### config.mk
export PLATFORM = sky130hd
export DESIGN_NAME = tsoc_div_stage
export DESIGN_NICKNAME = d
export VERILOG_FILES = /design/src/assert_macros.svh /design/src/tsoc_pkg.sv /design/src/tsoc_div_stage.sv
export SDC_FILE = /design/constraint.sdc
export NUM_CORES = 1
export LEC_CHECK = 0
export ABC_AREA = 1
export BUFFER_PORTS_ARGS = -buffer_cell sky130_fd_sc_hd__buf_2
export CAP_MARGIN = 20
export CORE_MARGIN = 2
export CORE_UTILIZATION = 35
export DETAILED_ROUTE_END_ITERATION = 10
export SKIP_CTS_REPAIR_TIMING = 1
export SLEW_MARGIN = 20
export SYNTH_ARGS = -nofsm -noshare
export SYNTH_HDL_FRONTEND = slang
export SYNTH_SLANG_ARGS = --single-unit
### constraint.sdc
create_clock -name clk_i -period 4.3 [get_ports clk_i]
set_input_delay 0.86 -clock clk_i [delete_from_list [all_inputs] [get_ports clk_i]]
set_output_delay 0.86 -clock clk_i [all_outputs]
set_load 0.05 [all_outputs]
### src/assert_macros.svh
// Assertion macros for the optics combiner RTL.
// Included by files that carry concurrent checks; empty in synthesis.
`ifndef ASSERT_MACROS_SVH
`define ASSERT_MACROS_SVH
`ifndef SYNTHESIS
`define TSOC_ASSERT(lbl, prop, msg) \
  lbl: assert property (@(posedge clk_i) disable iff (!rst_ni) (prop)) else $error(msg);
`define TSOC_ASSERT_NEXT(lbl, pre, post, msg) \
  lbl: assert property (@(posedge clk_i) disable iff (!rst_ni) (pre) |=> (post)) \
    else $error(msg);
`else
`define TSOC_ASSERT(lbl, prop, msg)
`define TSOC_ASSERT_NEXT(lbl, pre, post, msg)
`endif
`endif

### src/tsoc_pkg.sv
// Shared types and constants for the two-stream optics combiner.
// No dependencies.
package tsoc_pkg;

  localparam logic [15:0] ALB_ONE  = 16'd32768;
  localparam logic [15:0] ASYM_MAX = 16'd32767;
  localparam int unsigned QW       = 16;
  localparam int unsigned DIV_FST  = 3;
  localparam int unsigned NUM_STG  = DIV_FST + QW + 1;

  typedef struct packed {
    logic        match;
    logic        last;
    logic        neg;
    logic [31:0] depth;
    logic [15:0] p_alb;
    logic [15:0] p_asym;
  } side_t;

  typedef struct packed {
    logic [47:0] alb_rem;
    logic [32:0] alb_div;
    logic [15:0] alb_q;
    logic [62:0] asy_rem;
    logic [47:0] asy_div;
    logic [15:0] asy_q;
  } div_t;

  function automatic logic [15:0] clamp_alb(input logic [15:0] a);
    clamp_alb = (a > ALB_ONE) ? ALB_ONE : a;
  endfunction

endpackage

### src/tsoc_div_stage.sv
// One quotient bit of both restoring dividers, registered.
// Depends on tsoc_pkg.
module tsoc_div_stage import tsoc_pkg::*; (
  input  logic       clk_i,
  input  logic       en_i,
  input  logic [3:0] step_i,
  input  div_t       div_i,
  input  side_t      side_i,
  output div_t       div_o,
  output side_t      side_o
);

  div_t        div_d;
  div_t        div_q;
  side_t       side_q;
  logic [48:0] alb_sh;
  logic [63:0] asy_sh;
  logic [15:0] bit_m;

  always_comb begin
    div_d  = div_i;
    bit_m  = 16'd1 << step_i;
    alb_sh = {16'b0, div_i.alb_div} << step_i;
    asy_sh = {16'b0, div_i.asy_div} << step_i;
    if ({1'b0, div_i.alb_rem} >= alb_sh) begin
      div_d.alb_rem = div_i.alb_rem - alb_sh[47:0];
      div_d.alb_q   = div_i.alb_q | bit_m;
    end
    if ({1'b0, div_i.asy_rem} >= asy_sh) begin
      div_d.asy_rem = div_i.asy_rem - asy_sh[62:0];
      div_d.asy_q   = div_i.asy_q | bit_m;
    end
  end

  always_ff @(posedge clk_i) begin
    if (en_i) begin
      div_q  <= div_d;
      side_q <= side_i;
    end
  end

  assign div_o  = div_q;
  assign side_o = side_q;

endmodule

==> out/metrics.csv <==
stage,metric,value,unit
timing,fmaxAchievable,249,MHz
drt,drt-pass1-iter-count,6,
worst_setup_path,critical_path.top_delay_family,simple AND/OR/NAND/NOR gates,
worst_setup_path,cp.required,4.73,ns
clocking,htree_levels,2,
drt,totalWireLength,111000,µm
outcome,run_status,"finished, final reports clean",
worst_setup_path,path_cells,"buf_4, inv_2, buf_12, buf_4, buf_4, nand2_1, nand3_1, nand2_1, buf_4, o21ai_0, o21ai_1, ha_2, nand2_1, nor2_1, nand2_1, buf_4, nor3_1, nand2_1, nand2_4, buf_4, nand3_1, nand2_1",
floorplanning,i_o_pin_count,588,
layout,fin_util,47.4,%
synthesis,postSynthAreaPerCell,6.73,µm²
floorplanning,core_area,68500,µm²
floorplanning,die_x,267,µm
drt,routedWlPerCell,20.3,µm
timing,fin_crit_sh,93.4,%
timing,number_of_hold_violations_in_the_final_report,0,
global_route,gr-usage-all-layers,30.0,%
synthesis,synth.area.top_cells,"sky130_fd_sc_hd__edfxtp_1 (36%), sky130_fd_sc_hd__nand2_1 (23%), sky130_fd_sc_hd__inv_1 (8.5%)",
timing,relative_slew_slack,61.8,%
floorplanning,rows,96,
power,power.leakage,17.7,nW
layout,layout.cells.most_common_list,"sky130_fd_sc_hd__nand2_1 (1487), sky130_fd_sc_hd__buf_2 (585), sky130_fd_sc_hd__inv_1 (542), sky130_fd_sc_hd__buf_4 (438), sky130_fd_sc_hd__edfxtp_1 (291)",
synthesis,synth-seq-area-share,36.2,%
synthesis,synthDominantCellAreaShare,36.2,%
global_route,grt_pass1_wl,158000,µm
drt,first_iter_violations,2828,
timing,finalCriticalPeriod,4.02,ns
global_route,antenna_found_initial,9,
synthesis,ys_warn_count,0,
global_route,first_global_vias,25100,
worst_setup_path,type_of_the_worst_setup_path,input port to flop,
floorplanning,die_footprint,71100,µm²
clocking,cts.reportedPaths.clkPinSlew,0.06,ns
clocking,cts_tree,yes,
placement,detailedPlace.worstSlack,-0.365,ns
floorplanning,die-height,267,µm
clocking,clock_path_buffers,3,
drt,total_drc_errors_in_the_routed_layout,0,
drt,ant_nets,0,
synthesis,synth.distinct_cells,41,
global_route,grt_remaining_overflow,0,
drt,via_density_per_instance,4.95,
synthesis,synth_cells,3588,
worst_setup_path,worst_ep_arrival_time,4.44,ns
global_route,grt_start_max_net_pins,100,
synthesis,post-synth-top-area-cell,sky130_fd_sc_hd__edfxtp_1,
synthesis,mappedNetlistNets,3998,
timing,post-route-worst-setup-slack,0.284,ns
layout,mostFrequentLayoutCell,sky130_fd_sc_hd__nand2_1,
timing,max_slew.worst_pin.slew,0.566,ns
layout,areaGrowthSynthToFinish,34.6,%
drt,total_vias_in_the_final_route,27100,
layout,final_nets,4973,
timing,slew_viol_final,0,
clocking,cts-buffers-inserted,34,
worst_setup_path,slowest_cell_on_the_critical_path,sky130_fd_sc_hd__ha_2,
clocking,cts.root.buffer_cell,sky130_fd_sc_hd__clkbuf_16,
power,max-vdd-ir-drop,0.315,mV
worst_setup_path,critPathMaxStageDelay,0.47,ns
clocking,cts_sink_count,291,
worst_hold_path,hold_path.class,input port to flop,
worst_setup_path,worst-path-buf-inv,8,
layout,layout-drive-gt1-share,25.0,%
power,cellPowerDensity,385,nW/µm²
placement,port_buffers,587,
worst_setup_path,worst_setup_path_end_kind,flop,
worst_setup_path,startpoint_type,input port,
placement,globalplace.congestion,1.02,
worst_setup_path,worstPathMaxFanout,20,
synthesis,synthesis.area,24100,µm²
placement,post-dp-hpwl,94100,µm
timing,setup_viol,0,
floorplanning,start_util,35.2,%
synthesis,synth_seq_cells,291,
flow_run,number_of_violations_of_the_max_capacitance_limit,0,
-- cell families after synthesis --
family,count (synthesis),share of synthesized area (%)
multiplexers,67,2.78
adder cells (fa/ha/maj),113,5.92
flip-flops,291,36.2
AND/OR/NAND/NOR,2089,35.4
XOR/XNOR,58,2.11
AO/OA/AOI/OAI,303,6.68
buffers and inverters,667,10.9
-- stage by stage --
| step | TNS, ns | hold WS, ns | cells | power, W | instance area, µm² |
|---|---|---|---|---|---|
| floorplan | 0 | 0.959 | 3588 | 0.00713 | 24100 |
| global placement | -23.17 | 1.04 | 5409 | 0.00950 | 31300 |
| detailed placement | -26.23 | 1.04 | 5409 | 0.00949 | 31300 |
| CTS | 0 | 0.455 | 5468 | 0.0125 | 32500 |
| global route | -0.0144 | 0.464 | 5472 | 0.0131 | 32500 |
| finish | 0 | 0.478 | 5472 | 0.0125 | 32500 |
-- routing by layer --
layer  track usage [%]  part of all wire (%)
met3              4.77                   7.8
met1              42.9                    46
met5                 0                 0.012
met2              47.0                    44
met4              7.93                   2.6
-- worst paths after layout --
kind	slack, ns	from	cells past startpoint	endpoint
max	0.28	step_i[0]	22	div_o[116]$_DFFE_PP_
min	0.48	side_i[39]	1	side_o[39]$_DFFE_PP_
-- cell usage after synthesis --
library cell,count
sky130_fd_sc_hd__and2_1,10
sky130_fd_sc_hd__xnor2_1,2
sky130_fd_sc_hd__fa_1,2
sky130_fd_sc_hd__mux2i_1,67
sky130_fd_sc_hd__buf_1,10
sky130_fd_sc_hd__buf_2,17
sky130_fd_sc_hd__nand3_1,234
sky130_fd_sc_hd__a21o_1,18
sky130_fd_sc_hd__nand2_1,1487
sky130_fd_sc_hd__o21ai_0,173
sky130_fd_sc_hd__o22ai_1,6
sky130_fd_sc_hd__nand2_4,1
sky130_fd_sc_hd__nand2_2,7
sky130_fd_sc_hd__buf_4,16
sky130_fd_sc_hd__edfxtp_1,291
sky130_fd_sc_hd__nor2_1,215
sky130_fd_sc_hd__nand3_2,3
sky130_fd_sc_hd__a31oi_1,9
sky130_fd_sc_hd__a21oi_2,1
sky130_fd_sc_hd__xor2_1,56
sky130_fd_sc_hd__or2_2,9
sky130_fd_sc_hd__a21oi_1,80
sky130_fd_sc_hd__nand3b_1,5
sky130_fd_sc_hd__inv_2,15
sky130_fd_sc_hd__buf_6,7
sky130_fd_sc_hd__nor3_1,19
sky130_fd_sc_hd__inv_1,544
sky130_fd_sc_hd__nand4_1,80
sky130_fd_sc_hd__inv_4,1
sky130_fd_sc_hd__o21a_1,1
sky130_fd_sc_hd__and3_1,1
sky130_fd_sc_hd__nor3_2,3
sky130_fd_sc_hd__nor4_1,4
sky130_fd_sc_hd__o21ai_1,5
sky130_fd_sc_hd__clkinv_1,2
sky130_fd_sc_hd__nor2_2,10
sky130_fd_sc_hd__o21bai_1,6
sky130_fd_sc_hd__clkbuf_1,55
sky130_fd_sc_hd__a22oi_1,4
sky130_fd_sc_hd__nand4_2,1
sky130_fd_sc_hd__ha_1,111
-- flip-flops by register name, summed over array words and instances, names as in the netlist --
name / count
div_o: 224
side_o: 67
-- report_power, final --
group | internal (W) | switching (W) | total [W]
Combinational | 0.00190 | 0.00394 | 0.00584
Clock | 0.00174 | 0.00124 | 0.00297
Sequential | 0.00356 | 0.000121 | 0.00368
Total | 0.00720 | 0.00530 | 0.0125
-- area by class of cell --
| type | count | area [µm²] |
|---|---|---|
| Sequential cell | 291 | 8740 |
| Inverter | 562 | 2120 |
| Timing Repair Buffer | 1044 | 6630 |
| Antenna cell | 4 | 10.0 |
| Tap cell | 882 | 1100 |
| Multi-Input combinational cell | 2630 | 12800 |
| Fill cell | 7225 | 36000 |
| Clock inverter | 18 | 214 |
| Clock buffer | 41 | 898 |
(Power assumes the default switching activity.)
